### src/design/bounding_box_frame_overlay_macros.svh
// Assertion macros used by the bounding box overlay output stage.
`ifndef BOUNDING_BOX_FRAME_OVERLAY_MACROS_SVH
`define BOUNDING_BOX_FRAME_OVERLAY_MACROS_SVH

// Same-cycle implication, disabled during reset.
`define BBFO_ASSERT_NOW(label, clk, rst_n, ante, cons) \
  label: assert property (@(posedge clk) disable iff (!rst_n) (ante) |-> (cons)) \
    else $error("bbfo assertion failed");

// Next-cycle implication, disabled during reset.
`define BBFO_ASSERT_NEXT(label, clk, rst_n, ante, cons) \
  label: assert property (@(posedge clk) disable iff (!rst_n) (ante) |=> (cons)) \
    else $error("bbfo assertion failed");

`endif

### src/design/bbfo_pkg.sv
// Types, constants and helpers for the bounding box overlay.
package bbfo_pkg;

  localparam int MAX_ROWS    = 64;
  localparam int MAX_COLUMNS = 64;
  localparam int DEPTH       = MAX_ROWS * MAX_COLUMNS;
  localparam int ROW_W       = (MAX_ROWS > 1) ? $clog2(MAX_ROWS) : 1;
  localparam int COL_W       = (MAX_COLUMNS > 1) ? $clog2(MAX_COLUMNS) : 1;
  localparam int ADDR_W      = (DEPTH > 1) ? $clog2(DEPTH) : 1;
  localparam int CNT_W       = 7;
  localparam int CFG_IDX_W   = 2;
  localparam int PIX_W       = 8;

  localparam logic [CFG_IDX_W-1:0] REG_ROW_COUNT    = CFG_IDX_W'(0);
  localparam logic [CFG_IDX_W-1:0] REG_COLUMN_COUNT = CFG_IDX_W'(1);

  localparam logic CMD_LOAD  = 1'b0;
  localparam logic CMD_FETCH = 1'b1;

  localparam logic [PIX_W-1:0] MARK_CHAR = PIX_W'(49);
  localparam logic [PIX_W-1:0] RING_CHAR = PIX_W'(42);
  localparam logic [CNT_W-1:0] CNT_RESET = CNT_W'(64);
  localparam logic [CNT_W-1:0] ROW_LIMIT = CNT_W'(MAX_ROWS);
  localparam logic [CNT_W-1:0] COL_LIMIT = CNT_W'(MAX_COLUMNS);

  typedef struct packed {
    logic             cmd;
    logic [PIX_W-1:0] pixel_in;
  } in_word_t;

  typedef struct packed {
    logic [PIX_W-1:0] pixel_out;
    logic             row_end;
    logic             frame_end;
  } out_word_t;

  typedef struct packed {
    logic ring;
    logic row_end;
    logic frame_end;
  } fetch_meta_t;

  typedef struct packed {
    logic              we;
    logic [ADDR_W-1:0] waddr;
    logic [PIX_W-1:0]  wdata;
    logic              re;
    logic [ADDR_W-1:0] raddr;
  } mem_req_t;

  function automatic logic [CNT_W-1:0] clamp_size(input logic [CNT_W-1:0] v,
                                                  input logic [CNT_W-1:0] limit);
    logic [CNT_W-1:0] res;
    res = v;
    if (v == '0) begin
      res = CNT_W'(1);
    end else if (v > limit) begin
      res = limit;
    end
    return res;
  endfunction

endpackage

### src/design/bbfo_frame_ctrl.sv
// Size registers, load and fetch counters, bounding box tracking and ring test.
module bbfo_frame_ctrl (
  input  logic                           clk,
  input  logic                           rst_n,
  input  logic                           cfg_accept,
  input  logic [bbfo_pkg::CFG_IDX_W-1:0] cfg_index,
  input  logic [bbfo_pkg::CNT_W-1:0]     cfg_data,
  input  logic                           in_accept,
  input  bbfo_pkg::in_word_t             in_word,
  output bbfo_pkg::mem_req_t             mem_req,
  output logic                           fetch_valid,
  output bbfo_pkg::fetch_meta_t          fetch_meta
);
  import bbfo_pkg::*;

  logic [CNT_W-1:0] row_count_r, row_count_nxt;
  logic [CNT_W-1:0] col_count_r, col_count_nxt;
  logic [CNT_W-1:0] load_row_r, load_row_nxt;
  logic [COL_W-1:0] load_col_r, load_col_nxt;
  logic [ROW_W-1:0] emit_row_r, emit_row_nxt;
  logic [COL_W-1:0] emit_col_r, emit_col_nxt;
  logic [ROW_W-1:0] top_r, top_nxt, bottom_r, bottom_nxt;
  logic [COL_W-1:0] left_r, left_nxt, right_r, right_nxt;
  logic             marked_r, marked_nxt;

  logic [CNT_W-1:0] rows, cols;
  logic [CNT_W-1:0] load_col_inc, emit_row_inc, emit_col_inc;
  logic             cfg_hit, do_load, do_fetch, is_mark;
  logic             last_col, last_row;
  logic [ROW_W:0]   r_ext, top_ext, bot_ext;
  logic [COL_W:0]   c_ext, left_ext, right_ext;
  logic             in_outer, in_inner;

  assign rows = clamp_size(row_count_r, ROW_LIMIT);
  assign cols = clamp_size(col_count_r, COL_LIMIT);

  assign cfg_hit  = cfg_accept && (cfg_index == REG_ROW_COUNT ||
                                   cfg_index == REG_COLUMN_COUNT);
  assign do_load  = in_accept && (in_word.cmd == CMD_LOAD) && (load_row_r < rows);
  assign do_fetch = in_accept && (in_word.cmd == CMD_FETCH);
  assign is_mark  = (in_word.pixel_in == MARK_CHAR);

  assign load_col_inc = CNT_W'(load_col_r) + CNT_W'(1);
  assign emit_col_inc = CNT_W'(emit_col_r) + CNT_W'(1);
  assign emit_row_inc = CNT_W'(emit_row_r) + CNT_W'(1);
  assign last_col     = (emit_col_inc >= cols);
  assign last_row     = (emit_row_inc >= rows);

  // ring test in widened unsigned math: top-1 <= r  <=>  r+1 >= top
  assign r_ext     = {1'b0, emit_row_r};
  assign c_ext     = {1'b0, emit_col_r};
  assign top_ext   = {1'b0, top_r};
  assign bot_ext   = {1'b0, bottom_r};
  assign left_ext  = {1'b0, left_r};
  assign right_ext = {1'b0, right_r};
  assign in_outer  = (r_ext + (ROW_W+1)'(1) >= top_ext) &&
                     (r_ext <= bot_ext + (ROW_W+1)'(1)) &&
                     (c_ext + (COL_W+1)'(1) >= left_ext) &&
                     (c_ext <= right_ext + (COL_W+1)'(1));
  assign in_inner  = (emit_row_r >= top_r) && (emit_row_r <= bottom_r) &&
                     (emit_col_r >= left_r) && (emit_col_r <= right_r);

  always_comb begin
    mem_req.we    = do_load;
    mem_req.waddr = ADDR_W'(load_row_r[ROW_W-1:0] * MAX_COLUMNS) + ADDR_W'(load_col_r);
    mem_req.wdata = in_word.pixel_in;
    mem_req.re    = do_fetch;
    mem_req.raddr = ADDR_W'(emit_row_r * MAX_COLUMNS) + ADDR_W'(emit_col_r);
  end

  assign fetch_valid          = do_fetch;
  assign fetch_meta.ring      = marked_r && in_outer && !in_inner;
  assign fetch_meta.row_end   = last_col;
  assign fetch_meta.frame_end = last_col && last_row;

  always_comb begin
    row_count_nxt = row_count_r;
    col_count_nxt = col_count_r;
    load_row_nxt  = load_row_r;
    load_col_nxt  = load_col_r;
    emit_row_nxt  = emit_row_r;
    emit_col_nxt  = emit_col_r;
    top_nxt       = top_r;
    bottom_nxt    = bottom_r;
    left_nxt      = left_r;
    right_nxt     = right_r;
    marked_nxt    = marked_r;
    if (cfg_hit || (do_fetch && last_col && last_row)) begin
      if (cfg_accept && cfg_index == REG_ROW_COUNT) begin
        row_count_nxt = cfg_data;
      end
      if (cfg_accept && cfg_index == REG_COLUMN_COUNT) begin
        col_count_nxt = cfg_data;
      end
      load_row_nxt = '0;
      load_col_nxt = '0;
      emit_row_nxt = '0;
      emit_col_nxt = '0;
      top_nxt      = '1;
      left_nxt     = '1;
      bottom_nxt   = '0;
      right_nxt    = '0;
      marked_nxt   = 1'b0;
    end else if (do_load) begin
      if (is_mark) begin
        marked_nxt = 1'b1;
        if (!marked_r) begin
          top_nxt    = load_row_r[ROW_W-1:0];
          bottom_nxt = load_row_r[ROW_W-1:0];
          left_nxt   = load_col_r;
          right_nxt  = load_col_r;
        end else begin
          if (load_row_r[ROW_W-1:0] < top_r) begin
            top_nxt = load_row_r[ROW_W-1:0];
          end
          if (load_row_r[ROW_W-1:0] > bottom_r) begin
            bottom_nxt = load_row_r[ROW_W-1:0];
          end
          if (load_col_r < left_r) begin
            left_nxt = load_col_r;
          end
          if (load_col_r > right_r) begin
            right_nxt = load_col_r;
          end
        end
      end
      if (load_col_inc >= cols) begin
        load_col_nxt = '0;
        load_row_nxt = load_row_r + CNT_W'(1);
      end else begin
        load_col_nxt = load_col_inc[COL_W-1:0];
      end
    end else if (do_fetch) begin
      if (last_col) begin
        emit_col_nxt = '0;
        emit_row_nxt = emit_row_inc[ROW_W-1:0];
      end else begin
        emit_col_nxt = emit_col_inc[COL_W-1:0];
      end
    end
  end

  always_ff @(posedge clk) begin
    if (!rst_n) begin
      row_count_r <= CNT_RESET;
      col_count_r <= CNT_RESET;
      load_row_r  <= '0;
      load_col_r  <= '0;
      emit_row_r  <= '0;
      emit_col_r  <= '0;
      top_r       <= '1;
      left_r      <= '1;
      bottom_r    <= '0;
      right_r     <= '0;
      marked_r    <= 1'b0;
    end else begin
      row_count_r <= row_count_nxt;
      col_count_r <= col_count_nxt;
      load_row_r  <= load_row_nxt;
      load_col_r  <= load_col_nxt;
      emit_row_r  <= emit_row_nxt;
      emit_col_r  <= emit_col_nxt;
      top_r       <= top_nxt;
      left_r      <= left_nxt;
      bottom_r    <= bottom_nxt;
      right_r     <= right_nxt;
      marked_r    <= marked_nxt;
    end
  end

endmodule

### config.mk
export PLATFORM = sky130hd
export DESIGN_NAME = bbfo_frame_ctrl
export DESIGN_NICKNAME = d
export VERILOG_FILES = /design/src/design/bounding_box_frame_overlay_macros.svh /design/src/design/bbfo_pkg.sv /design/src/design/bbfo_frame_ctrl.sv
export SDC_FILE = /design/constraint.sdc
export NUM_CORES = 1
export LEC_CHECK = 0
export ABC_CLOCK_PERIOD_IN_PS = 2600
export BUFFER_PORTS_ARGS = -buffer_cell sky130_fd_sc_hd__buf_4
export CAP_MARGIN = 25
export CELL_PAD_IN_SITES_DETAIL_PLACEMENT = 0
export CELL_PAD_IN_SITES_GLOBAL_PLACEMENT = 1
export CORE_AREA = 2 2 136 138
export DETAILED_ROUTE_END_ITERATION = 12
export DIE_AREA = 0 0 138 140
export MAX_ROUTING_LAYER = met4
export PLACE_DENSITY_LB_ADDON = 0.1
export SYNTH_ARGS = -nofsm -noshare
export SYNTH_HDL_FRONTEND = slang
export SYNTH_SLANG_ARGS = --single-unit
export TNS_END_PERCENT = 20
### constraint.sdc
create_clock -name clk -period 2.6 [get_ports clk]
set_input_delay 0.26 -clock clk [delete_from_list [all_inputs] [get_ports clk]]
set_output_delay 0.26 -clock clk [all_outputs]
set_load 0.02 [all_outputs]
==> results of run 1 <==
kinds of logic after synthesis:
group,count (synthesis)
AO/OA/AOI/OAI,110
flip-flops,64
adder cells (fa/ha/maj),103
multiplexers,34
XOR/XNOR,30
AND/OR/NAND/NOR,211
buffers and inverters,68
flip-flops by register name, indices dropped and copies added (netlist names):
register and count:
marked_r 1, right_r 6, top_r 6, load_col_r 6, emit_row_r 6, bottom_r 6
row_count_r 7, col_count_r 7, emit_col_r 6, load_row_r 7, left_r 6
metal layers:
| layer | track usage (%) | up-vias |
|---|---|---|
| met5 | - | - |
| met4 | 5.21 | 0 |
| met3 | 2.56 | 21 |
| met2 | 26.4 | 82 |
| met1 | 21.8 | 2150 |
| li1 | - | 2407 |
critical path, cell delays in order (launching register included):
cell and delay, ns:
dfxtp_4 0.37, buf_6 0.11, inv_4 0.04, nor3_4 0.17, xnor2_1 0.09, ha_1 0.29
nand4_1 0.08, o22ai_1 0.17, nor2_1 0.06, o31ai_1 0.07, buf_4 0.20, o31ai_4 0.08
nor4_2 0.18, buf_4 0.19
power breakdown:
group / internal, mW / total, mW / switching (mW)
logic: 0.110 / 0.237 / 0.127
clock network: 0.792 / 1.26 / 0.464
registers: 0.985 / 0.997 / 0.0120
worst max-delay path by stage:
stage	startpoint	end	cells past startpoint
after floorplan	emit_col_r[0]	left_r[1]	11
after global placement	emit_row_r[0]	fetch_meta[2]	9
after detailed placement	emit_row_r[0]	fetch_meta[2]	9
after CTS	bottom_r[0]	fetch_meta[2]	11
after global routing	bottom_r[0]	fetch_meta[2]	13
final	bottom_r[0]	fetch_meta[2]	13
cell type report:
type                       instances  area [um^2]  area share (%)
tap                              229          287            4.11
clock buffer                      13          260            3.73
clock inverter                     3         40.0           0.574
timing repair buffer             126         1010            14.5
multi-input combinational        488         3920            56.1
sequential                        64         1320            18.8
inverter                          37          146            2.10
placed cells by master, fill, tap and decap left out, types with 4 or more instances in the layout:
master       n
nand2_1     63
dfxtp_4      7
nor3_1       4
ha_1        97
a21oi_1     32
nand4_1      8
mux2i_1     34
nor2b_1     19
inv_1       27
clkbuf_16    9
dfxtp_1     51
nand3_1     34
o21ai_1      5
o21bai_1     4
dfxtp_2      6
a31oi_1      9
o21ai_0     15
xnor2_1     20
nor2_1      47
a21o_1      12
xor2_1       5
ha_4         6
buf_12       4
buf_4      117
nand3b_1     5
inv_2        6
nand2b_1     6
nor3_2       4
buf_6        5
through the flow:
step | setup slack, ns | setup TNS (ns) | power (mW) | hold slack [ns]
CTS | -0.223 | -0.564 | 2.52 | 0.164
global route | -0.270 | -0.636 | 2.60 | 0.186
finish | -0.105 | -0.267 | 2.49 | 0.166
global placement | -0.0180 | -0.0180 | 1.25 | 0.456
floorplan | 0.00740 | 0 | 1.15 | 0.388
detailed placement | -0.0730 | -0.0730 | 1.25 | 0.463
synthesized netlist by cell type (all sizes together), types with 12 or more instances:
library cell    n  area share [%]
buf            24             3.1
nor2b          19             2.3
a21oi          32             3.0
inv            35             2.5
nor2           50             3.6
mux2i          34             6.5
ha            103              24
dfxtp          64              24
nand3          36             3.4
xnor2          23             3.8
nand2          64             4.6
o21ai          20             1.9
a21o           12             1.7
what timing repair did:
action	4_1_cts	5_1_grt
setup endpoints to repair	5	49
setup buffers	2	9
gates resized for setup	32	40
pin swaps	12	19
==> results.txt, run 1 <==
* Worst rel slew slack: 51.9%
- The worst register-to-register path has a depth of 12.
- STA puts the critical path data required time at 2.34 ns.
- Most instantiated flip-flop cell in the synthesis netlist: dfxtp_1
- Clock Latency Late Sink: 0.34 ns
- TritonCTS clock tree: yes
* Tightest Pin Transition: 0.719 ns
- The wire-length estimate of the detail-placed layout is 12500 um.
* Starting Density: 29.7%
- The synthesized netlist devotes 14.3% of its cell area to compound gates.
* Number of antenna violations at the first check in global routing: 0
- Area enclosed by the die boundary: 19300 um^2
- The tree is rooted in a clkbuf_16.
* Final net count: 851
- Final Max Tran Viols: 0
- Setup slack after layout: -0.105 ns
* Count of vias placed by the detailed router: 4660
- Total of endpoints with negative setup slack in the final report: 3
- Horizontal die dimension: 138 um
- Wire length on met2: 7150 um
- Net count of the mapped netlist: 745
- Summed over all nets, wire length on met3 after detailed routing comes to 463 um.
- In the finished design, the share of the clock period the worst path needs comes to 104%.
- Floorplan core area: 17800 um^2
- The number of clock buffers added by TritonCTS is 9.
* Clock period minus final worst setup slack: 2.70 ns
- Setup repair after global routing could not meet its margin everywhere.
- Unique masters post-synth: 51
- The worst hold path begins at rst_n.
* Buffer depth of the longest clock path: 2
- The number of antenna diodes in the final layout is 0.
- Summing the areas of all and, or, nand and nor instances in the mapped netlist gives 19.4% of the synthesized area.
* Worst flop-to-flop path startpoint: emit_col_r[0]
* Global-route usage over all layers: 16.6%
* Clock tree skew after final layout: 0.00853 ns
- After synthesis, flip-flops and latches occupy 24.3% of the total area.
- Wires add up to 15600 um.
- Summed over all layers, the global routing overflow is 0.
- Multiplexer share of the synthesized area: 6.45%
- In this run the cell area of the synthesized design comes to 5280 um^2.
* Per-instance average area after synthesis: 8.51 um^2
- The first global-routing pass estimated 24800 um of wire.
- For hold timing, the worst endpoint is col_count_r[6].
* Clock H-tree levels: 3
- Std-Cell Rows: 49
- Post-DP Area: 6300 um^2
- Adder and majority gate portion of the synthesized area: 24.4%
- After filler insertion, the fill cell instance count of the layout stands at 1812.
- Number of nets still failing antenna checks after routing: 0
* Power per cell area: 357 nW/um^2
* Proportion of synthesized flip-flops having asynchronous set or reset: 0%
- Once layout is done, the placed cells without fillers occupy 6980 um^2.
* Fin util: 39.3%
- Synthesis produced a netlist whose cell count is 620.
* Leakage power total: 3.29 nW
* Start-to-end type of the worst setup path: register to output port
* IO Port Bufs: 59
* Largest family of logic cells by synthesized area: adder cells
- Synth Warn #: 0
- The run finished, with violations left.
* Kind of end point of the critical path: output port
- Dividing the detail-routed wire length by the instance count gives 16.2 um.
- The final reports fail on setup timing.
- Clock slew seen by the registers of the worst setup and hold paths: 0.05 ns
* Maximum VDD drop: 0.306 mV
- Number of buffers inserted for hold repair after clock tree synthesis: 0
- EDFF count, synth: 0
- The die is 140 um tall.
- Post-Place Cells: 933
- Via density: 4.85
- The highest metal layer carrying signal wires in the routed design is met4.
- The clock net in this run drives a total of 64 sinks.
- Summing the areas of all xor and xnor instances in the mapped netlist gives 4.98% of the synthesized area.
- Area growth, synth to finish: 32.3%
- Fraction of final layout cells with drive strength greater than 1: 27.4%
- Total I/O pin count: 60
- Max cap viols: 0
- After detailed routing, the wire length on met1 is 7670 um.
* Startpoint Class: register
* Count of final hold-check violations: 0
- The detailed router finished its first iteration with 152 violations.
- For this run, the detailed router's first-pass iteration total came to 4.
- Worst EP arrival: 2.44 ns
- R2R Path End: emit_row_r[2]
* Final weighted congestion in routability-driven placement: 0.811
- Class of the tightest hold or removal check: primary input to register
- Number of cells on the worst hold path: 2
* Largest fanout on the critical path: 3
- Remaining design rule violation count: 0
- Entering global routing, the biggest net connects 21 pins.
* Filler-free cell count of the finished design: 960
- Max Clk Rate: 370 MHz
* Reg-to-reg setup timing slack: 0.11 ns
- Via count of the first global-routing pass: 4577
* Flop and latch count out of synthesis: 64
(Power assumes the default switching activity.)
==> run 2: changes to the inputs <==
PLACE_DENSITY_LB_ADDON = 0.3   (was 0.1)
==> results.txt, run 2 (same netlist as run 1, synthesis figures left out) <==
- Most numerous cell on the critical path: buf_4
* Filler-free cell count of the finished design: 943
- Final net count: 835
* Worst flop-to-flop path startpoint: emit_col_r[1]
* Fill cell total of the finished layout: 1827
- The clock tree synthesis step divided the H-tree into 3 levels.
* Clock period minus final worst setup slack: 2.77 ns
* Final Max Tran Viols: 0
- Global routing finished with a remaining overflow of 0.
- Total wire length: 15600 um
- Remaining design rule violation count: 0
* Met3 WL: 578 um
- Max-cap violations in this run came to 0.
- Post-route fraction of the period consumed by the critical path: 107%
- TritonCTS built the clock tree.
- Reg2Reg Depth: 12
- Wire length per cell: 16.5 um
- Launch point of the worst hold path: rst_n
- Area growth, synth to finish: 27.6%
* Clock slew seen by the registers of the worst setup and hold paths: 0.05 ns
- Via density: 5.00
* Post-Place Cells: 926
- Largest registers: col_count_r: 7 flops, load_row_r: 7 flops, row_count_r: 7 flops
* Tightest Pin Transition: 0.716 ns
- Minimum hold slack: 0.170 ns
- After routing, the total negative slack on setup checks comes to -0.437 ns.
* Via count of the first global-routing pass: 4817
- Reg-to-reg setup timing slack: 0.02 ns
- Worst EP arrival: 2.51 ns
- STA classifies the critical path endpoint as an output port.
* Number of buffers inserted for hold repair after clock tree synthesis: 0
- For this block, the via count after detailed routing is 4718.
- The worst pin sits at a relative slew slack of 52.1%.
* Total of endpoints with negative setup slack in the final report: 3
- Run status: complete, but fails checks
- Area enclosed by the die boundary: 19300 um^2
* Number of cells on the worst hold path: 2
* Wire length on met2: 7340 um
- The tree is rooted in a clkbuf_16.
* Max stage delay cell, worst path: o31ai_1
- Commonest cells after routing, fill and taps aside: buf_4, ha_1, nand2_1
- Summing all placed instances gives a cell area of 6230 um^2.
* Number of antenna violations at the first check in global routing: 0
- After detailed routing, the wire length on met1 is 7360 um.
- The core region is 17800 um^2.
- Global routing consumed, over all layers together, 16.9% of the routing resources.
* Commonest non-fill, non-tap cell in the layout: buf_4
- The worst setup path is launched from a register.
* Start-to-end type of the worst setup path: register to output port
* Critical-path cell list: buf_4, ha_1, nand3_1, o21bai_1, o31ai_1, nor4bb_4, nor4_4, buf_4
- The first global-routing pass estimated 25400 um of wire.
* Leakage power total: 3.21 nW
* Largest net degree at the start of global routing: 20
- Non-Filler Cell Area, Final: 6730 um^2
- Largest fanout on the critical path: 5
- The post-route netlist has 24.4% of its cells at a drive strength greater than 1.
* Horizontal die dimension: 138 um
- Once the floorplan was initialized, standard cells occupied 29.7% of the core.
- Routability-driven placement finished with a final weighted congestion of 0.890.
- Max Clk Rate: 361 MHz
- Detailed placement finished with a half-perimeter wire length of 12500 um.
* Total I/O pin count: 60
- Between clock sinks in the finished design, the worst skew comes to 0.00541 ns.
- Die outline height: 140 um
- Setup slack on the critical path of the routed design comes to -0.169 ns.
- Class of the tightest hold or removal check: primary input to register
- Clock net sink count: 64
- Number of nets still failing antenna checks after routing: 0
- Post-place setup slack: -0.115 ns
- In this run, the number of DRC markers left after iteration 0 of detailed routing was 237.
- R2R Path End: emit_row_r[1]
- The final reports fail on setup timing.
- Routed signal wires occupy layers up through met4.
- Clock latency on the worst-skew pair, taken at its later pin, is 0.34 ns.
- DRT Pass-1 Iters: 6
* Power per cell area: 352 nW/um^2
* End point of the worst hold path: col_count_r[6]
- The longest clock path from root to sink contains 2 buffers.
- In this run, CTS created clock tree buffers numbering 9.
* Count of final hold-check violations: 0
- The floorplan has 49 rows.
- In this run the tool buffered the top-level ports with 59 buffer cells.
- RSZ-0062 raised after global routing: yes
- The number of antenna diodes in the final layout is 0.
- Data required time at the worst endpoint: 2.34 ns
- Across the VDD grid, the largest voltage drop is 0.307 mV.
* CP max stage delay: 0.44 ns
-- run 2: cell count changes in the layout (fill, tap and decap cells not counted), moves of 3 or more --
cell,previous run,this run
inv_1,27,31
dfxtp_4,7,2
dfxtp_2,6,10
buf_4,117,105
ha_2,0,3
inv_4,3,0
-- run 2: final cells by class --
type                    instances  area, um^2  share of cell area, %
well taps                     229         287                   4.26
inverters                      37         144                   2.14
flip-flops and latches         64        1300                   19.3
repair buffers                110         862                   12.8
clock buffers                  15         268                   3.98
multi-input cells             488        3870                   57.5
-- run 2: timing repair --
action	CTS	global route
pin swaps	12	2
endpoints found under the setup margin	4	49
cloned	0	0
gates resized for setup	42	12
setup buffers	1	1
-- run 2: per-layer routing --
layer	up-vias	GRT usage, %
met5	-	-
met4	0	6.02
met3	26	2.84
met2	96	27.7
met1	2214	21.0
li1	2382	-
-- run 2: worst max-delay path: cells and delay by family (launching register included) --
family | cells | cell delay, ns
AOI/OAI and AO/OA | 2 | 0.52
adders and majority gates | 1 | 0.25
buffers and inverters | 2 | 0.37
DFF | 1 | 0.42
and+or+nand+nor | 3 | 0.61
-- run 2: how the worst max path moves through the flow --
stage	startpoint	to	slack, ns	cells after the start
2_1_floorplan	emit_col_r[0]	left_r[1]	0.007	11
3_3_place_gp	right_r[2]	fetch_meta[2]	-0.11	10
3_5_place_dp	emit_col_r[0]	fetch_meta[2]	-0.11	10
4_1_cts	bottom_r[1]	fetch_meta[2]	-0.21	11
5_1_grt	right_r[3]	fetch_meta[2]	-0.31	10
6_report	emit_col_r[3]	fetch_meta[2]	-0.17	8
-- run 2: through the flow --
stage / power, mW / utilization (%)
floorplan: 1.15 / -
global placement: 1.24 / 35.1
detailed placement: 1.25 / 35.1
CTS: 2.39 / 37.6
global route: 2.46 / 37.9
finish: 2.37 / 37.9
-- run 2: where the power goes --
| part | internal (mW) | leakage (nW) | switching [mW] |
|---|---|---|---|
| clock | 0.694 | 0.130 | 0.446 |
| combinational | 0.103 | 2.55 | 0.126 |
| sequential | 0.990 | 0.524 | 0.0104 |
| total | 1.79 | 3.21 | 0.582 |
==> run 3: changes to the inputs <==
CTS_BUF_LIST = sky130_fd_sc_hd__clkbuf_4 sky130_fd_sc_hd__clkbuf_8 sky130_fd_sc_hd__clkbuf_16   (was not set)
==> results.txt, run 3 (same netlist as run 1, synthesis figures left out) <==
- Start-to-end type of the worst setup path: register to output port
- Clock tree skew after final layout: 0.00515 ns
- The largest registers in the layout are col_count_r: 7 flops, load_row_r: 7 flops, row_count_r: 7 flops.
- Die outline height: 140 um
- The count of nets left with antenna violations once routing finished came out at 0.
* Maximum VDD drop: 0.308 mV
- The die covers 19300 um^2.
- Area growth, synth to finish: 28.2%
- After detailed routing, the total wire length is 15600 um.
- Final HPWL DP: 12500 um
* Post-DP Area: 6230 um^2
* Buffer depth of the longest clock path: 2
- Total of endpoints with negative setup slack in the final report: 3
- Final Max Tran Viols: 0
- Startpoint Class: register
* Worst rel slew slack: 52.2%
- Largest fanout on the critical path: 5
- First-pass GRT wire length: 25300 um
* Count of final hold-check violations: 0
- The pre-antenna-repair detailed-routing pass consisted of 5 iterations.
- Power per cell area: 357 nW/um^2
- Remaining design rule violation count: 0
* Std-Cell Rows: 49
- Clock Latency Late Sink: 0.34 ns
- IO Port Bufs: 59
* Final weighted congestion in routability-driven placement: 0.890
- In this run the clock root is driven by a clkbuf_16.
- The via count of the first global-routing pass is 4800.
- Dividing the detail-routed via count by the number of cells gives 5.06.
* Wire length on met2: 7430 um
- For the pin with the worst max-slew slack, the measured transition is 0.714 ns.
* Uppermost layer routed: met4
- The die is 138 um wide.
- In the final design database the tool counted 835 nets.
- Once routing completed, OpenROAD measured the worst setup slack at -0.177 ns.
- Commonest non-fill, non-tap cell in the layout: buf_4
- Post-route fraction of the period consumed by the critical path: 107%
- TritonCTS clock tree: yes
* Violated checks: setup timing
* Floorplan core area: 17800 um^2
- After detailed routing, the average wire length per cell comes to 16.6 um.
- The total overflow left after global routing is 0.
- After layout, the design draws a total of 2.41 mW.
* Number of antenna violations at the first check in global routing: 0
* M1 WL: 7330 um
* Total I/O pin count: 60
- Commonest cells after routing, fill and taps aside: buf_4, ha_1, nand2_1
- The worst path in the final design needs a cycle of 2.78 ns, including I/O delays and setup.
- Data required time at the worst endpoint: 2.34 ns
* Fraction of final layout cells with drive strength greater than 1: 25.1%
- Diodes inserted: 0
- Clock H-tree levels: 3
- Clock buffers created by TritonCTS: 9
- Summing all non-filler instances in the final layout gives an area of 6770 um^2.
- The routed layout has 4769 vias.
* Kind of end point of the critical path: output port
- Met3 WL: 568 um
- DRC violation total after the first TritonRoute iteration: 243
* Leakage power total: 3.23 nW
* Run status: complete, but fails checks
* Post-place setup slack: -0.115 ns
- Global-route usage over all layers: 16.8%
- Largest net degree at the start of global routing: 20
* Clock net sink count: 64
* Fill cell total of the finished layout: 1814
- For the worst setup path, the data arrival time is 2.52 ns.
- RSZ-0062 raised after global routing: yes
- The initial utilization of the core area, before any placement, comes to 29.7%.
* Class of the tightest hold or removal check: primary input to register
- After clock tree synthesis, the clock-pin slew on the worst setup and hold paths is 0.05 ns.
- Across the run, the number of max-cap violations was 0.
- Static timing analysis puts the maximum clock frequency at 360 MHz.
-- run 3: cell types whose count changed in the layout (fill, tap and decap cells not counted) --
cell      before  now
clkbuf_1       4    0
clkbuf_4       0    4
dfxtp_1       52   53
dfxtp_2       10    9
nor2_1        49   48
nor2_2         1    2
nor4b_2        1    0
nor4b_4        0    1
xor2_1         6    5
xor2_2         1    2
-- run 3: routing by layer --
| layer | GRT usage, % | vias up |
|---|---|---|
| met5 | - | - |
| met4 | 5.96 | 0 |
| met3 | 2.84 | 26 |
| met2 | 27.5 | 108 |
| met1 | 21.0 | 2254 |
| li1 | - | 2381 |
-- run 3: report_power, final --
group,switching [mW],internal [mW],leakage [nW]
sequential,0.0103,0.990,0.523
combinational,0.127,0.104,2.57
clock,0.447,0.736,0.144
total,0.585,1.83,3.23
-- run 3: worst paths after layout --
kind / cells past startpoint / startpoint / endpoint / slack, ns
max: 8 / emit_col_r[3] / fetch_meta[2] / -0.18
min reg2reg: 2 / emit_col_r[1] / emit_col_r[1] / 0.48
max reg2reg: 12 / emit_col_r[1] / emit_row_r[1] / 0.02
min: 2 / rst_n / col_count_r[6] / 0.17
-- run 3: layout make-up --
type	count	area (um^2)	area share, %
Multi-Input combinational cell	488	3890	57.5
Tap cell	229	287	4.24
Sequential cell	64	1300	19.2
Clock buffer	15	283	4.18
Inverter	37	144	2.13
Timing Repair Buffer	110	862	12.7
-- run 3: stage by stage --
| step | cells | util [%] | hold slack [ns] | setup TNS, ns |
|---|---|---|---|---|
| 3_3_place_gp | 926 | 35.1 | 0.458 | -0.109 |
| 3_5_place_dp | 926 | 35.1 | 0.460 | -0.115 |
| 4_1_cts | 942 | 37.7 | 0.164 | -0.582 |
| 2_1_floorplan | 620 | - | 0.388 | 0 |
| 5_1_grt | 943 | 38.1 | 0.181 | -3.99 |
| 6_report | 943 | 38.1 | 0.170 | -0.456 |
-- run 3: what timing repair did --
action	4_1_cts	5_1_grt
gates cloned	0	0
setup buffers	1	1
gates resized for setup	42	14
hold buffers	0	0
setup endpoints to repair	4	49
pin swaps	12	2
-- run 3: critical path: stages (launching register included) --
cell	delay, ns
dfxtp_1	0.42
buf_4	0.20
ha_1	0.25
nand3_1	0.11
o21bai_1	0.08
o31ai_1	0.44
nor4bb_4	0.42
nor4_4	0.09
buf_4	0.17
