## config.mk

```make
export PLATFORM = sky130hd
export DESIGN_NAME = bbfo_out_stage
export DESIGN_NICKNAME = d
export VERILOG_FILES = /design/src/design/bbfo_pkg.sv /design/src/design/bbfo_out_stage.sv
export VERILOG_INCLUDE_DIRS = /design/src /design/src/design
export SDC_FILE = /design/constraint.sdc
export NUM_CORES = 1
export LEC_CHECK = 0
export BUFFER_PORTS_ARGS = -buffer_cell sky130_fd_sc_hd__buf_2
export CAP_MARGIN = 15
export CORE_MARGIN = 5
export CORE_UTILIZATION = 37
export CTS_CLUSTER_SIZE = 24
export DETAILED_ROUTE_END_ITERATION = 10
export PLACE_DENSITY = 0.7
export SYNTH_ARGS = -nofsm -noshare
export SYNTH_HDL_FRONTEND = slang
export SYNTH_SLANG_ARGS = --single-unit
```

## constraint.sdc

```tcl
create_clock -name clk -period 1.4 [get_ports clk]
set_input_delay 0.21 -clock clk [delete_from_list [all_inputs] [get_ports clk]]
set_output_delay 0.21 -clock clk [all_outputs]
set_load 0.01 [all_outputs]
```

## src/design/bounding_box_frame_overlay_macros.svh

```systemverilog
// Assertion macros used by the bounding box overlay output stage.
`ifndef BOUNDING_BOX_FRAME_OVERLAY_MACROS_SVH
`define BOUNDING_BOX_FRAME_OVERLAY_MACROS_SVH

// Same-cycle implication, disabled during reset.
`define BBFO_ASSERT_NOW(label, clk, rst_n, ante, cons) \
  label: assert property (@(posedge clk) disable iff (!rst_n) (ante) |-> (cons)) \
    else $error("bbfo assertion failed");

// Next-cycle implication, disabled during reset.
`define BBFO_ASSERT_NEXT(label, clk, rst_n, ante, cons) \
  label: assert property (@(posedge clk) disable iff (!rst_n) (ante) |=> (cons)) \
    else $error("bbfo assertion failed");

`endif

```

## src/design/bbfo_pkg.sv

```systemverilog
// Types, constants and helpers for the bounding box overlay.
package bbfo_pkg;

  localparam int MAX_ROWS    = 64;
  localparam int MAX_COLUMNS = 64;
  localparam int DEPTH       = MAX_ROWS * MAX_COLUMNS;
  localparam int ROW_W       = (MAX_ROWS > 1) ? $clog2(MAX_ROWS) : 1;
  localparam int COL_W       = (MAX_COLUMNS > 1) ? $clog2(MAX_COLUMNS) : 1;
  localparam int ADDR_W      = (DEPTH > 1) ? $clog2(DEPTH) : 1;
  localparam int CNT_W       = 7;
  localparam int CFG_IDX_W   = 2;
  localparam int PIX_W       = 8;

  localparam logic [CFG_IDX_W-1:0] REG_ROW_COUNT    = CFG_IDX_W'(0);
  localparam logic [CFG_IDX_W-1:0] REG_COLUMN_COUNT = CFG_IDX_W'(1);

  localparam logic CMD_LOAD  = 1'b0;
  localparam logic CMD_FETCH = 1'b1;

  localparam logic [PIX_W-1:0] MARK_CHAR = PIX_W'(49);
  localparam logic [PIX_W-1:0] RING_CHAR = PIX_W'(42);
  localparam logic [CNT_W-1:0] CNT_RESET = CNT_W'(64);
  localparam logic [CNT_W-1:0] ROW_LIMIT = CNT_W'(MAX_ROWS);
  localparam logic [CNT_W-1:0] COL_LIMIT = CNT_W'(MAX_COLUMNS);

  typedef struct packed {
    logic             cmd;
    logic [PIX_W-1:0] pixel_in;
  } in_word_t;

  typedef struct packed {
    logic [PIX_W-1:0] pixel_out;
    logic             row_end;
    logic             frame_end;
  } out_word_t;

  typedef struct packed {
    logic ring;
    logic row_end;
    logic frame_end;
  } fetch_meta_t;

  typedef struct packed {
    logic              we;
    logic [ADDR_W-1:0] waddr;
    logic [PIX_W-1:0]  wdata;
    logic              re;
    logic [ADDR_W-1:0] raddr;
  } mem_req_t;

  function automatic logic [CNT_W-1:0] clamp_size(input logic [CNT_W-1:0] v,
                                                  input logic [CNT_W-1:0] limit);
    logic [CNT_W-1:0] res;
    res = v;
    if (v == '0) begin
      res = CNT_W'(1);
    end else if (v > limit) begin
      res = limit;
    end
    return res;
  endfunction

endpackage

```

## src/design/bbfo_out_stage.sv

```systemverilog
// Read stage and output register: applies the ring overlay and handles backpressure.
module bbfo_out_stage (
  input  logic                       clk,
  input  logic                       rst_n,
  input  logic                       fetch_valid,
  input  bbfo_pkg::fetch_meta_t      fetch_meta,
  input  logic [bbfo_pkg::PIX_W-1:0] rdata,
  output logic                       in_ready,
  output logic                       out_valid,
  input  logic                       out_ready,
  output bbfo_pkg::out_word_t        out_word
);
  import bbfo_pkg::*;
`include "bounding_box_frame_overlay_macros.svh"

  logic        rd_valid_r, rd_valid_nxt;
  fetch_meta_t meta_r;
  logic        out_valid_r, out_valid_nxt;
  out_word_t   out_word_r;
  logic        adv;

  assign adv      = rd_valid_r && (!out_valid_r || out_ready);
  assign in_ready = !rd_valid_r || !out_valid_r || out_ready;

  always_comb begin
    rd_valid_nxt = rd_valid_r;
    if (fetch_valid) begin
      rd_valid_nxt = 1'b1;
    end else if (adv) begin
      rd_valid_nxt = 1'b0;
    end
    out_valid_nxt = out_valid_r;
    if (adv) begin
      out_valid_nxt = 1'b1;
    end else if (out_ready) begin
      out_valid_nxt = 1'b0;
    end
  end

  always_ff @(posedge clk) begin
    if (!rst_n) begin
      rd_valid_r  <= 1'b0;
      out_valid_r <= 1'b0;
    end else begin
      rd_valid_r  <= rd_valid_nxt;
      out_valid_r <= out_valid_nxt;
    end
  end

  always_ff @(posedge clk) begin
    if (fetch_valid) begin
      meta_r <= fetch_meta;
    end
    if (adv) begin
      out_word_r.pixel_out <= meta_r.ring ? RING_CHAR : rdata;
      out_word_r.row_end   <= meta_r.row_end;
      out_word_r.frame_end <= meta_r.frame_end;
    end
  end

  assign out_valid = out_valid_r;
  assign out_word  = out_word_r;

  `BBFO_ASSERT_NOW(a_frame_end_ends_row, clk, rst_n, out_valid_r && out_word_r.frame_end, out_word_r.row_end)
  `BBFO_ASSERT_NOW(a_stall_only_when_full, clk, rst_n, !in_ready, rd_valid_r && out_valid_r && !out_ready)
  `BBFO_ASSERT_NEXT(a_read_held_on_stall, clk, rst_n, rd_valid_r && out_valid_r && !out_ready, rd_valid_r && $stable(meta_r))
  `BBFO_ASSERT_NOW(a_no_fetch_when_blocked, clk, rst_n, fetch_valid, in_ready)

endmodule

```

==> results of run 1 <==
==> cells by family after synthesis <==
logic type         synth area share, %
and+or+nand+nor                  15.00
DFF                              81.90
AOI/OAI and AO/OA                3.096
==> power by group <==
group | internal, W | leakage, nW | switching, W | total (W)
combinational | 0.0000394 | 0.149 | 0.0000317 | 0.0000711
sequential | 0.000515 | 0.139 | 0.00000890 | 0.000524
clock | 0.000110 | 0.0150 | 0.000122 | 0.000232
total | 0.000665 | 0.303 | 0.000163 | 0.000827
==> metrics by stage <==
| step | std cells | power, W | hold slack, ns |
|---|---|---|---|
| after floorplan | 29 | 0.0005651 | 0.3089 |
| after global routing | 75 | 0.0008708 | 0.1025 |
| after detailed placement | 71 | 0.0006080 | 0.3887 |
| final | 75 | 0.0008271 | 0.1125 |
| after CTS | 75 | 0.0008433 | 0.1007 |
| after global placement | 71 | 0.0006057 | 0.3879 |
==> worst paths after layout <==
kind,from,to,slack (ns),cells after the start
min reg2reg,meta_r[1],out_word[1],0.42,0
max,out_valid,in_ready,0.21,3
min,fetch_meta[1],meta_r[1],0.11,1
max reg2reg,out_valid,out_word[0],0.35,3
==> worst max-delay path, cell delays in order, from the launching register on <==
cell	delay, ns
sky130_fd_sc_hd__dfxtp_1	0.32
sky130_fd_sc_hd__nor2b_2	0.19
sky130_fd_sc_hd__nand2_1	0.07
sky130_fd_sc_hd__buf_2	0.13
==> flip-flops by register name, summed over array words and instances (netlist names) <==
register and cells:
out_word 10, meta_r 3, out_valid 1, rd_valid_r 1
==> cells in the final DEF (no fill, tap or decap), drive strengths merged <==
cell	instances
a22o	1
or2	3
nor2b	4
and2	1
o21a	1
and2b	3
nand2	1
edfxtp	13
buf	27
dfxtp	2
clkbuf	4
==> Yosys cell counts <==
library cell / count / area [µm²]
sky130_fd_sc_hd__edfxtp_1: 13 / 390.4
sky130_fd_sc_hd__and2b_1: 3 / 22.52
sky130_fd_sc_hd__nor2b_1: 3 / 18.77
sky130_fd_sc_hd__or2_2: 3 / 18.77
sky130_fd_sc_hd__dfxtp_1: 2 / 40.04
sky130_fd_sc_hd__a22o_1: 1 / 8.760
sky130_fd_sc_hd__and2_1: 1 / 6.260
sky130_fd_sc_hd__nand2_1: 1 / 3.750
sky130_fd_sc_hd__nor2b_2: 1 / 8.760
sky130_fd_sc_hd__o21a_1: 1 / 7.510
==> metal layers <==
layer  GRT usage, %  share of wire [%]  wire [µm]
met5              0                  0          0
met4          3.226                  0          0
met3          2.256                 16        134
met2          13.19                 46        376
met1          9.569                 38        316
==> cell type report <==
class / instances / area share [%]
Sequential cell: 15 / 60.78
Timing Repair Buffer: 27 / 19.43
Multi-Input combinational cell: 14 / 13.43
Clock buffer: 4 / 3.710
Tap cell: 15 / 2.650
==> impl_results.html, run 1 <==
<table>
<tr><th>Metric</th><th>Value</th></tr>
<tr><th colspan="2">Run status</th></tr>
<tr><td>Status</td><td>finished, final reports clean</td></tr>
<tr><th colspan="2">Global route</th></tr>
<tr><td>Residual overflow from global routing</td><td>0</td></tr>
<tr><td>Initial antenna violation count</td><td>0</td></tr>
<tr><td>Global-route wire length before repair</td><td>roughly 1200 µm</td></tr>
<tr><td>Via count of the first global-routing pass</td><td>approximately 320</td></tr>
<tr><td>Gr usage total</td><td>between 7 and 8%</td></tr>
<tr><td>Maximum number of pins on one net before global-route repair</td><td>11</td></tr>
<tr><th colspan="2">STA</th></tr>
<tr><td>Sum of negative setup slack</td><td>0 ns</td></tr>
<tr><td>Largest clock skew in the final design</td><td>0.001692 ns</td></tr>
<tr><td>Number of setup violations in the final report</td><td>0</td></tr>
<tr><td>Max-slew violations</td><td>0</td></tr>
<tr><td>Setup repair after global routing missed its margin</td><td>no</td></tr>
<tr><td>Fin crit period</td><td>between 1 and 1.5 ns</td></tr>
<tr><td>Crit share post-route</td><td>roughly 85%</td></tr>
<tr><td>Final worst slack</td><td>~0.21 ns</td></tr>
<tr><td>Max transition margin</td><td>between 80% and 90%</td></tr>
<tr><td>Highest clock frequency the design can meet</td><td>~840 MHz</td></tr>
<tr><td>Actual slew at the worst max-slew pin</td><td>roughly 0.19 ns</td></tr>
<tr><td>Number of hold-slack violations in the final timing report</td><td>0</td></tr>
<tr><th colspan="2">Setup path</th></tr>
<tr><td>Crit path max fanout</td><td>4</td></tr>
<tr><td>CP endpoint kind</td><td>primary output</td></tr>
<tr><td>Critical path launch point type</td><td>flip-flop</td></tr>
<tr><td>Critical path arrival</td><td>about 0.98 ns</td></tr>
<tr><td>Req. time, crit path</td><td>between 1 and 1.5 ns</td></tr>
<tr><td>Crit path kind</td><td>reg2out</td></tr>
<tr><th colspan="2">Layout</th></tr>
<tr><td>Proportion of layout cells with a drive suffix above 1</td><td>56.67%</td></tr>
<tr><td>Area Growth Syn to Fin</td><td>34.76%</td></tr>
<tr><td>ANT cells</td><td>0</td></tr>
<tr><td>Storage cell area</td><td>around 430 µm²</td></tr>
<tr><td>Design Area, Final</td><td>708.2 µm²</td></tr>
<tr><td>Core Util, Final</td><td>about 54%</td></tr>
<tr><td>Final layout net count</td><td>76</td></tr>
<tr><td>Filler cells</td><td>124</td></tr>
<tr><td>Footprint of the multi-input gates</td><td>roughly 95 µm²</td></tr>
<tr><th colspan="2">Routing</th></tr>
<tr><td>Average vias per placed instance</td><td>approximately 4.5</td></tr>
<tr><td>Residual DRC count</td><td>0</td></tr>
<tr><td>Number of nets still failing antenna checks after routing</td><td>0</td></tr>
<tr><td>Drt initial violations</td><td>10</td></tr>
<tr><td>Detail-routed net length per standard cell</td><td>around 11 µm</td></tr>
<tr><td>Vias</td><td>336</td></tr>
<tr><td>Detailed Route WL</td><td>about 830 µm</td></tr>
<tr><td>Iteration count of the initial detailed-routing pass</td><td>4</td></tr>
<tr><th colspan="2">Yosys</th></tr>
<tr><td>Post-synthesis instance area</td><td>roughly 530 µm²</td></tr>
<tr><td>Total of flip-flops plus latches after synthesis</td><td>15</td></tr>
<tr><td>Sequential share of the synthesized area</td><td>around 80%</td></tr>
<tr><td>Synthesized area per cell</td><td>18.12 µm²</td></tr>
<tr><td>Synthesized netlist net count</td><td>44</td></tr>
<tr><td>Yosys synthesis warning count</td><td>0</td></tr>
<tr><td>Number of distinct library cells after synthesis</td><td>10</td></tr>
<tr><td>Post-synthesis cell count</td><td>29</td></tr>
<tr><th colspan="2">Power</th></tr>
<tr><td>Leakage power</td><td>0.3026 nW</td></tr>
<tr><td>Worst ir drop on vdd</td><td>around 0.54 mV</td></tr>
<tr><td>Power density normalized to cell area</td><td>between 1000 and 1500 mW/mm²</td></tr>
<tr><th colspan="2">Place</th></tr>
<tr><td>Minimum setup slack after placement</td><td>roughly 0.35 ns</td></tr>
<tr><td>Area of placed instances</td><td>between 600 and 700 µm²</td></tr>
<tr><td>Final RePlAce weighted congestion</td><td>roughly 0.67</td></tr>
<tr><td>IO Port Bufs</td><td>26</td></tr>
<tr><th colspan="2">CTS</th></tr>
<tr><td>Resize count post-CTS</td><td>0</td></tr>
<tr><td>Clock Root Buffer</td><td>sky130_fd_sc_hd__clkbuf_4</td></tr>
<tr><td>Largest buffer count on any clock path</td><td>2</td></tr>
<tr><td>Clock insertion delay at the later pin of the skew report</td><td>approximately 0.27 ns</td></tr>
<tr><td>Hold buffers post-CTS</td><td>0</td></tr>
<tr><td>TritonCTS clock tree</td><td>built</td></tr>
<tr><td>H-tree Lvls</td><td>1</td></tr>
<tr><td>Clk sinks</td><td>15</td></tr>
<tr><td>Number of buffers created by CTS</td><td>3</td></tr>
<tr><td>Setup fix buffers added after clock tree synthesis</td><td>0</td></tr>
<tr><td>Clock-pin slew of the registers on the worst-case setup and hold paths</td><td>about 0.080 ns</td></tr>
<tr><th colspan="2">Hold path</th></tr>
<tr><td>Min-Delay Path Class</td><td>in2reg</td></tr>
<tr><th colspan="2">Floorplan</th></tr>
<tr><td>Effective utilization at floorplan</td><td>39.89%</td></tr>
<tr><td>Std cell rows</td><td>13</td></tr>
<tr><td>Die X-Extent</td><td>47.69 µm</td></tr>
<tr><td>Die area</td><td>0.002274 mm²</td></tr>
<tr><td>Core Footprint</td><td>about 0.0013 mm²</td></tr>
<tr><td>Chip Height</td><td>roughly 48 µm</td></tr>
<tr><td>IO Pins</td><td>27</td></tr>
<tr><th colspan="2">Flow run</th></tr>
<tr><td>Max Cap Viol</td><td>0</td></tr>
</table>
No activity file was read; power rests on OpenSTA's default activity.
==> inputs of run 2 (changes only) <==
==> constraint.sdc (replaced) <==
create_clock -name clk -period 0.95 [get_ports clk]
set_input_delay 0.1425 -clock clk [delete_from_list [all_inputs] [get_ports clk]]
set_output_delay 0.1425 -clock clk [all_outputs]
set_load 0.01 [all_outputs]
==> run 2 against run 1 <==
  * The run now ends with negative setup slack left
  * Flip-flop and latch count stayed put
  * Critical path depth rose by 1
  * First-iteration DRC count shrank 90%
  * Clock skew grew 0.0030 ns
  * Via count grew 3.3%
  * Worst setup slack worse by 0.41 ns
  * Clock power rose by 51%
  * Clock-buffer cell count unchanged
  * Non-clock buffer count rose by 5
  * Combinational power grew 100%
  * Total power up 53%
  * Critical path type unchanged
  * Critical endpoint unchanged
  * Highest routed layer unchanged
==> impl_results.html, run 2 (synthesized netlist as in run 1, its figures left out) <==
<table>
<tr><th>Metric</th><th>Value</th></tr>
<tr><th colspan="2">Run status</th></tr>
<tr><td>Status</td><td>finished, violations left</td></tr>
<tr><td>Violations in the final reports</td><td>negative setup slack</td></tr>
<tr><th colspan="2">Setup path</th></tr>
<tr><td>Capture point of the worst reg-to-reg path</td><td>out_word[1]</td></tr>
<tr><td>Crit path kind</td><td>reg2out</td></tr>
<tr><td>Number of stages on the worst setup path</td><td>4</td></tr>
<tr><td>Critical path arrival</td><td>1.00 ns</td></tr>
<tr><td>Crit-path cells</td><td>nor2b_4 &gt; buf_6 &gt; nand2_4 &gt; buf_6</td></tr>
<tr><td>Critical path launch point type</td><td>flip-flop</td></tr>
<tr><td>Most used cell, CP</td><td>sky130_fd_sc_hd__buf_6</td></tr>
<tr><td>Crit path max fanout</td><td>2</td></tr>
<tr><td>Family of cells with the greatest summed delay on the critical path</td><td>flip-flops</td></tr>
<tr><td>Number of buffers and inverters on the critical path</td><td>2</td></tr>
<tr><td>CP endpoint kind</td><td>primary output</td></tr>
<tr><td>Largest stage delay on the critical path</td><td>between 0.3 and 0.4 ns</td></tr>
<tr><td>Slowest-stage cell, CP</td><td>sky130_fd_sc_hd__dfxtp_2</td></tr>
<tr><td>Register-to-register setup slack</td><td>-0.15 ns</td></tr>
<tr><td>FF-to-FF Start</td><td>out_valid</td></tr>
<tr><td>R2r worst-path depth</td><td>4</td></tr>
<tr><td>Req. time, crit path</td><td>approximately 0.81 ns</td></tr>
<tr><th colspan="2">STA</th></tr>
<tr><td>Crit share post-route</td><td>120.2%</td></tr>
<tr><td>Setup repair after global routing missed its margin</td><td>yes</td></tr>
<tr><td>Fin crit period</td><td>1.142 ns</td></tr>
<tr><td>Final worst slack</td><td>-0.1918 ns</td></tr>
<tr><td>Number of hold-slack violations in the final timing report</td><td>0</td></tr>
<tr><td>Max transition margin</td><td>a little over four fifths</td></tr>
<tr><td>Max-slew violations</td><td>0</td></tr>
<tr><td>Actual slew at the worst max-slew pin</td><td>0.2319 ns</td></tr>
<tr><td>Number of setup violations in the final report</td><td>15</td></tr>
<tr><td>Largest clock skew in the final design</td><td>0.004732 ns</td></tr>
<tr><td>Highest clock frequency the design can meet</td><td>roughly 880 MHz</td></tr>
<tr><th colspan="2">Global route</th></tr>
<tr><td>Residual overflow from global routing</td><td>0</td></tr>
<tr><td>Gr usage total</td><td>9.922%</td></tr>
<tr><td>Initial antenna violation count</td><td>0</td></tr>
<tr><td>Via count of the first global-routing pass</td><td>363</td></tr>
<tr><td>Global-route wire length before repair</td><td>1497 µm</td></tr>
<tr><td>Maximum number of pins on one net before global-route repair</td><td>9</td></tr>
<tr><th colspan="2">Layout</th></tr>
<tr><td>Proportion of layout cells with a drive suffix above 1</td><td>about 65%</td></tr>
<tr><td>Number of flip-flops in the largest register</td><td>10</td></tr>
<tr><td>Most frequent cells in the layout</td><td>sky130_fd_sc_hd__buf_2, sky130_fd_sc_hd__edfxtp_1, sky130_fd_sc_hd__buf_6</td></tr>
<tr><td>Design Area, Final</td><td>about 790 µm²</td></tr>
<tr><td>Final cell count without fillers</td><td>80</td></tr>
<tr><td>Core Util, Final</td><td>60.11%</td></tr>
<tr><td>Most frequent standard cell in the layout excluding fill and tap cells</td><td>sky130_fd_sc_hd__buf_2</td></tr>
<tr><td>ANT cells</td><td>0</td></tr>
<tr><td>Final layout net count</td><td>slightly above 80</td></tr>
<tr><td>Area Growth Syn to Fin</td><td>50.71%</td></tr>
<tr><th colspan="2">Floorplan</th></tr>
<tr><td>Core Footprint</td><td>approximately 0.0013 mm²</td></tr>
<tr><td>Die X-Extent</td><td>about 48 µm</td></tr>
<tr><td>IO Pins</td><td>27</td></tr>
<tr><td>Effective utilization at floorplan</td><td>between 30% and 40%</td></tr>
<tr><td>Die area</td><td>around 0.0023 mm²</td></tr>
<tr><td>Std cell rows</td><td>13</td></tr>
<tr><td>Chip Height</td><td>47.69 µm</td></tr>
<tr><th colspan="2">CTS</th></tr>
<tr><td>Number of buffers created by CTS</td><td>3</td></tr>
<tr><td>Clk sinks</td><td>15</td></tr>
<tr><td>Clock-pin slew of the registers on the worst-case setup and hold paths</td><td>approximately 0.080 ns</td></tr>
<tr><td>Clock insertion delay at the later pin of the skew report</td><td>between 0.2 and 0.3 ns</td></tr>
<tr><td>Clock Root Buffer</td><td>sky130_fd_sc_hd__clkbuf_4</td></tr>
<tr><td>Largest buffer count on any clock path</td><td>2</td></tr>
<tr><td>H-tree Lvls</td><td>1</td></tr>
<tr><td>TritonCTS clock tree</td><td>built</td></tr>
<tr><th colspan="2">Routing</th></tr>
<tr><td>Detail-routed net length per standard cell</td><td>between 10 and 15 µm</td></tr>
<tr><td>Average vias per placed instance</td><td>roughly 4.3</td></tr>
<tr><td>Detailed Route WL</td><td>~1000 µm</td></tr>
<tr><td>Drt initial violations</td><td>1</td></tr>
<tr><td>Vias</td><td>between 300 and 400</td></tr>
<tr><td>Number of nets still failing antenna checks after routing</td><td>0</td></tr>
<tr><td>Residual DRC count</td><td>0</td></tr>
<tr><td>Iteration count of the initial detailed-routing pass</td><td>2</td></tr>
<tr><th colspan="2">Hold path</th></tr>
<tr><td>Cells on Worst Hold Path</td><td>1</td></tr>
<tr><td>Worst min-delay path endpoint</td><td>meta_r[1]</td></tr>
<tr><td>Critical hold path startpoint</td><td>fetch_meta[1]</td></tr>
<tr><td>Min-Delay Path Class</td><td>in2reg</td></tr>
<tr><th colspan="2">Place</th></tr>
<tr><td>Post-Place Cells</td><td>just over 70</td></tr>
<tr><td>Final RePlAce weighted congestion</td><td>between 0.6 and 0.7</td></tr>
<tr><td>Minimum setup slack after placement</td><td>-0.07983 ns</td></tr>
<tr><td>Area of placed instances</td><td>between 700 and 800 µm²</td></tr>
<tr><td>IO Port Bufs</td><td>26</td></tr>
<tr><th colspan="2">Power</th></tr>
<tr><td>Power density normalized to cell area</td><td>roughly 1600 mW/mm²</td></tr>
<tr><td>Worst ir drop on vdd</td><td>0.7095 mV</td></tr>
<tr><td>Leakage power</td><td>approximately 0.35 nW</td></tr>
<tr><td>Overall power of the completed layout</td><td>between 0.001 and 0.0015 W</td></tr>
<tr><th colspan="2">Flow run</th></tr>
<tr><td>Max Cap Viol</td><td>0</td></tr>
</table>
[run 2: cell types whose count changed in the layout (fill, tap and decap cells not counted), sizes merged]
cell,before,now
buf,27,32
[run 2: what timing repair did]
action,in CTS,in global routing
setup endpoints to repair,14,26
setup buffers,4,1
resized for setup,3,3
pin swaps,3,1
hold buffers,0,0
[run 2: final cells by class]
type | instances | area [µm²]
sequential | 15 | 431.7
tap | 15 | 18.77
multi-input combinational | 14 | 122.6
clock buffer | 4 | 26.28
fill | 117 | 525.5
timing repair buffer | 32 | 192.7
[run 2: per-stage QoR]
stage          hold slack [ns]  TNS, ns
4_1_cts                0.02656   -1.738
6_report               0.03855   -1.808
3_5_place_dp            0.3206  -0.9799
5_1_grt                0.02197   -2.619
3_3_place_gp            0.3199  -0.6928
2_1_floorplan           0.2414  -0.4495
[run 2: worst max path at each step]
stage              start     endpoint
2_1_floorplan  out_valid  out_word[0]
3_3_place_gp   out_valid  out_word[7]
5_1_grt        out_valid     in_ready
4_1_cts        out_valid     in_ready
3_5_place_dp   out_valid  out_word[6]
6_report       out_valid     in_ready
[run 2: report_power, final]
part	switching, W	total, W	leakage [nW]	internal, W
logic	0.0000588	0.000142	0.200	0.0000835
clock network	0.000188	0.000351	0.0150	0.000163
registers	0.0000137	0.000773	0.139	0.000759
[run 2: layer usage]
layer	share of wire [%]	vias to the layer above	wire, µm	global-route usage [%]
met5	0	-	0	0
met4	0	0	0	6.452
met3	12	0	120	2.632
met2	52	19	523	17.15
li1	-	175	-	-
met1	36	153	364	10.50
==> inputs of run 3 (changes only) <==
--- a/config.mk
+++ b/config.mk
@@ -6,13 +6,13 @@
 export SDC_FILE = /design/constraint.sdc
 export NUM_CORES = 1
 export LEC_CHECK = 0
-export BUFFER_PORTS_ARGS = -buffer_cell sky130_fd_sc_hd__buf_2
 export CAP_MARGIN = 15
-export CORE_MARGIN = 5
-export CORE_UTILIZATION = 37
+export CORE_AREA = 5 5 42 44
 export CTS_CLUSTER_SIZE = 24
 export DETAILED_ROUTE_END_ITERATION = 10
-export PLACE_DENSITY = 0.7
+export DIE_AREA = 0 0 47 49
+export DONT_BUFFER_PORTS = 1
+export SLEW_MARGIN = 25
 export SYNTH_ARGS = -nofsm -noshare
 export SYNTH_HDL_FRONTEND = slang
 export SYNTH_SLANG_ARGS = --single-unit
==> run 3 against run 2 <==
  * Worst hold slack better by 0.013 ns
  * Clock power fell by 1%
  * Non-clock buffer count shrank 18
  * The flow still finishes with violations (negative setup slack)
  * Worst setup slack improved by 0.050 ns
  * Total power shrank 0.74%
  * Utilization shrank 6.1 points
==> impl_results.html, run 3 (synthesized netlist as in run 1, its figures left out) <==
<table>
<tr><th>Metric</th><th>Value</th></tr>
<tr><th colspan="2">Run status</th></tr>
<tr><td>Status</td><td>finished, violations left</td></tr>
<tr><td>Violations in the final reports</td><td>negative setup slack</td></tr>
<tr><th colspan="2">Floorplan</th></tr>
<tr><td>Die area</td><td>between 0.002 and 0.0025 mm²</td></tr>
<tr><td>IO Pins</td><td>27</td></tr>
<tr><td>Die X-Extent</td><td>~47 µm</td></tr>
<tr><td>Core Footprint</td><td>between 0.001 and 0.0015 mm²</td></tr>
<tr><td>Effective utilization at floorplan</td><td>between 30% and 40%</td></tr>
<tr><td>Chip Height</td><td>49 µm</td></tr>
<tr><td>Std cell rows</td><td>14</td></tr>
<tr><th colspan="2">Power</th></tr>
<tr><td>Leakage power</td><td>about 0.29 nW</td></tr>
<tr><td>Clock network power share</td><td>between 20% and 30%</td></tr>
<tr><td>Power density normalized to cell area</td><td>roughly 1700 mW/mm²</td></tr>
<tr><td>Internal Dissipation</td><td>between 0.001 and 0.0015 W</td></tr>
<tr><td>Switching share of total power</td><td>20.11%</td></tr>
<tr><td>Worst ir drop on vdd</td><td>0.8236 mV</td></tr>
<tr><td>Psw</td><td>between 0.0002 and 0.0003 W</td></tr>
<tr><td>Sequential power share</td><td>between 60% and 70%</td></tr>
<tr><td>Overall power of the completed layout</td><td>approximately 0.0013 W</td></tr>
<tr><td>Combinational Power Share</td><td>a little under a tenth</td></tr>
<tr><th colspan="2">Hold path</th></tr>
<tr><td>Min-Delay Path Class</td><td>in2reg</td></tr>
<tr><th colspan="2">Routing</th></tr>
<tr><td>Iteration count of the initial detailed-routing pass</td><td>3</td></tr>
<tr><td>Vias</td><td>~300</td></tr>
<tr><td>Residual DRC count</td><td>0</td></tr>
<tr><td>Detailed Route WL</td><td>between 1000 and 1500 µm</td></tr>
<tr><td>Drt initial violations</td><td>1</td></tr>
<tr><td>Average vias per placed instance</td><td>about 4.8</td></tr>
<tr><td>Number of nets still failing antenna checks after routing</td><td>0</td></tr>
<tr><td>Detail-routed net length per standard cell</td><td>~16 µm</td></tr>
<tr><th colspan="2">Setup path</th></tr>
<tr><td>Crit path kind</td><td>reg2out</td></tr>
<tr><td>Critical path arrival</td><td>approximately 0.95 ns</td></tr>
<tr><td>Critical path launch point type</td><td>flip-flop</td></tr>
<tr><td>Crit path max fanout</td><td>2</td></tr>
<tr><td>CP endpoint kind</td><td>primary output</td></tr>
<tr><td>Req. time, crit path</td><td>slightly above 0.8 ns</td></tr>
<tr><th colspan="2">STA</th></tr>
<tr><td>Hold WS</td><td>about 0.052 ns</td></tr>
<tr><td>Final worst slack</td><td>-0.1418 ns</td></tr>
<tr><td>Max transition margin</td><td>around 85%</td></tr>
<tr><td>Highest clock frequency the design can meet</td><td>916.0 MHz</td></tr>
<tr><td>Largest clock skew in the final design</td><td>0.002612 ns</td></tr>
<tr><td>Sum of negative setup slack</td><td>-0.9722 ns</td></tr>
<tr><td>Number of setup violations in the final report</td><td>16</td></tr>
<tr><td>Max-slew violations</td><td>0</td></tr>
<tr><td>Actual slew at the worst max-slew pin</td><td>0.2309 ns</td></tr>
<tr><td>Setup repair after global routing missed its margin</td><td>yes</td></tr>
<tr><td>Number of hold-slack violations in the final timing report</td><td>0</td></tr>
<tr><td>Fin crit period</td><td>1.092 ns</td></tr>
<tr><td>Crit share post-route</td><td>114.9%</td></tr>
<tr><th colspan="2">CTS</th></tr>
<tr><td>Clock-pin slew of the registers on the worst-case setup and hold paths</td><td>0.08 ns</td></tr>
<tr><td>Clock Root Buffer</td><td>sky130_fd_sc_hd__clkbuf_4</td></tr>
<tr><td>Clk sinks</td><td>15</td></tr>
<tr><td>H-tree Lvls</td><td>1</td></tr>
<tr><td>Clock insertion delay at the later pin of the skew report</td><td>0.27 ns</td></tr>
<tr><td>Largest buffer count on any clock path</td><td>2</td></tr>
<tr><td>Number of buffers created by CTS</td><td>3</td></tr>
<tr><td>TritonCTS clock tree</td><td>built</td></tr>
<tr><th colspan="2">Global route</th></tr>
<tr><td>Residual overflow from global routing</td><td>0</td></tr>
<tr><td>Global-route wire length before repair</td><td>around 1600 µm</td></tr>
<tr><td>Via count of the first global-routing pass</td><td>around 360</td></tr>
<tr><td>Initial antenna violation count</td><td>0</td></tr>
<tr><td>Gr usage total</td><td>about a tenth</td></tr>
<tr><td>Maximum number of pins on one net before global-route repair</td><td>11</td></tr>
<tr><th colspan="2">Layout</th></tr>
<tr><td>Proportion of layout cells with a drive suffix above 1</td><td>approximately two fifths</td></tr>
<tr><td>Area Growth Syn to Fin</td><td>44.05%</td></tr>
<tr><td>ANT cells</td><td>0</td></tr>
<tr><td>Number of flip-flops in the largest register</td><td>10</td></tr>
<tr><td>Most frequent cells in the layout</td><td>sky130_fd_sc_hd__edfxtp_1, sky130_fd_sc_hd__dlygate4sd3_1</td></tr>
<tr><td>Final layout net count</td><td>63</td></tr>
<tr><td>Most frequent standard cell in the layout excluding fill and tap cells</td><td>sky130_fd_sc_hd__edfxtp_1</td></tr>
<tr><td>Design Area, Final</td><td>roughly 760 µm²</td></tr>
<tr><th colspan="2">Place</th></tr>
<tr><td>HPWL after detailed placement</td><td>~710 µm</td></tr>
<tr><td>Area of placed instances</td><td>596.8 µm²</td></tr>
<tr><td>Final RePlAce weighted congestion</td><td>around 0.64</td></tr>
<tr><td>IO Port Bufs</td><td>0</td></tr>
<tr><td>Minimum setup slack after placement</td><td>-0.07903 ns</td></tr>
<tr><th colspan="2">Flow run</th></tr>
<tr><td>Max Cap Viol</td><td>0</td></tr>
</table>
[run 3: cell types whose count changed in the layout (fill, tap and decap cells not counted), sizes merged]
cell	before	now
dlygate4sd3	0	7
buf	32	7
[run 3: power groups by stage]
| stage | Combinational, W | Sequential [W] | Clock [W] |
|---|---|---|---|
| floorplan | 0.0000427 | 0.000801 | 0 |
| global placement | 0.0000631 | 0.000804 | 0 |
| detailed placement | 0.0000669 | 0.000806 | 0 |
| CTS | 0.000102 | 0.000791 | 0.000358 |
| global route | 0.000128 | 0.000795 | 0.000388 |
| finish | 0.000120 | 0.000790 | 0.000347 |
[run 3: through the flow]
| stage | utilization [%] | instances |
|---|---|---|
| 3_5_place_dp | 42.59 | 49 |
| 4_1_cts | 50.80 | 60 |
| 2_1_floorplan | - | 29 |
| 3_3_place_gp | 42.59 | 49 |
| 5_1_grt | 54.02 | 63 |
| 6_report | 54.02 | 63 |
[run 3: per-layer routing]
metal  track usage [%]  wire length [µm]
met5                 0                 0
met4             5.530                 0
met1             7.925               378
met2             17.19               561
met3             5.535                86
[run 3: timing repair]
| action | CTS | global route |
|---|---|---|
| setup endpoints to repair | 14 | 21 |
| endpoints found under the hold margin | 7 | 1 |
| pin swaps | 3 | 1 |
| buffers inserted | 2 | 1 |
| resized for setup | 3 | 5 |
| hold buffers | 5 | 2 |
[run 3: worst max-delay path, stage by stage (launching register included)]
cell and delay (ns):
sky130_fd_sc_hd__dfxtp_2 0.34, sky130_fd_sc_hd__nor2b_4 0.17, sky130_fd_sc_hd__buf_6 0.12, sky130_fd_sc_hd__nand2_4 0.04
[run 3: path summary, 6_finish.rpt]
path | start | to | slack (ns) | cells after the start
setup / recovery | out_valid | in_ready | -0.14 | 3
hold / removal | rdata[5] | out_word[7] | 0.05 | 1
setup reg to reg | out_valid | rd_valid_r | -0.14 | 5
hold reg to reg | meta_r[0] | out_word[0] | 0.43 | 0
[run 3: final cells by class]
| class | count | area, µm² |
|---|---|---|
| timing repair buffer | 14 | 146.4 |
| fill | 121 | 644.4 |
| tap | 16 | 20.02 |
| sequential | 15 | 431.7 |
| multi-input combinational | 14 | 132.6 |
| clock buffer | 4 | 26.28 |
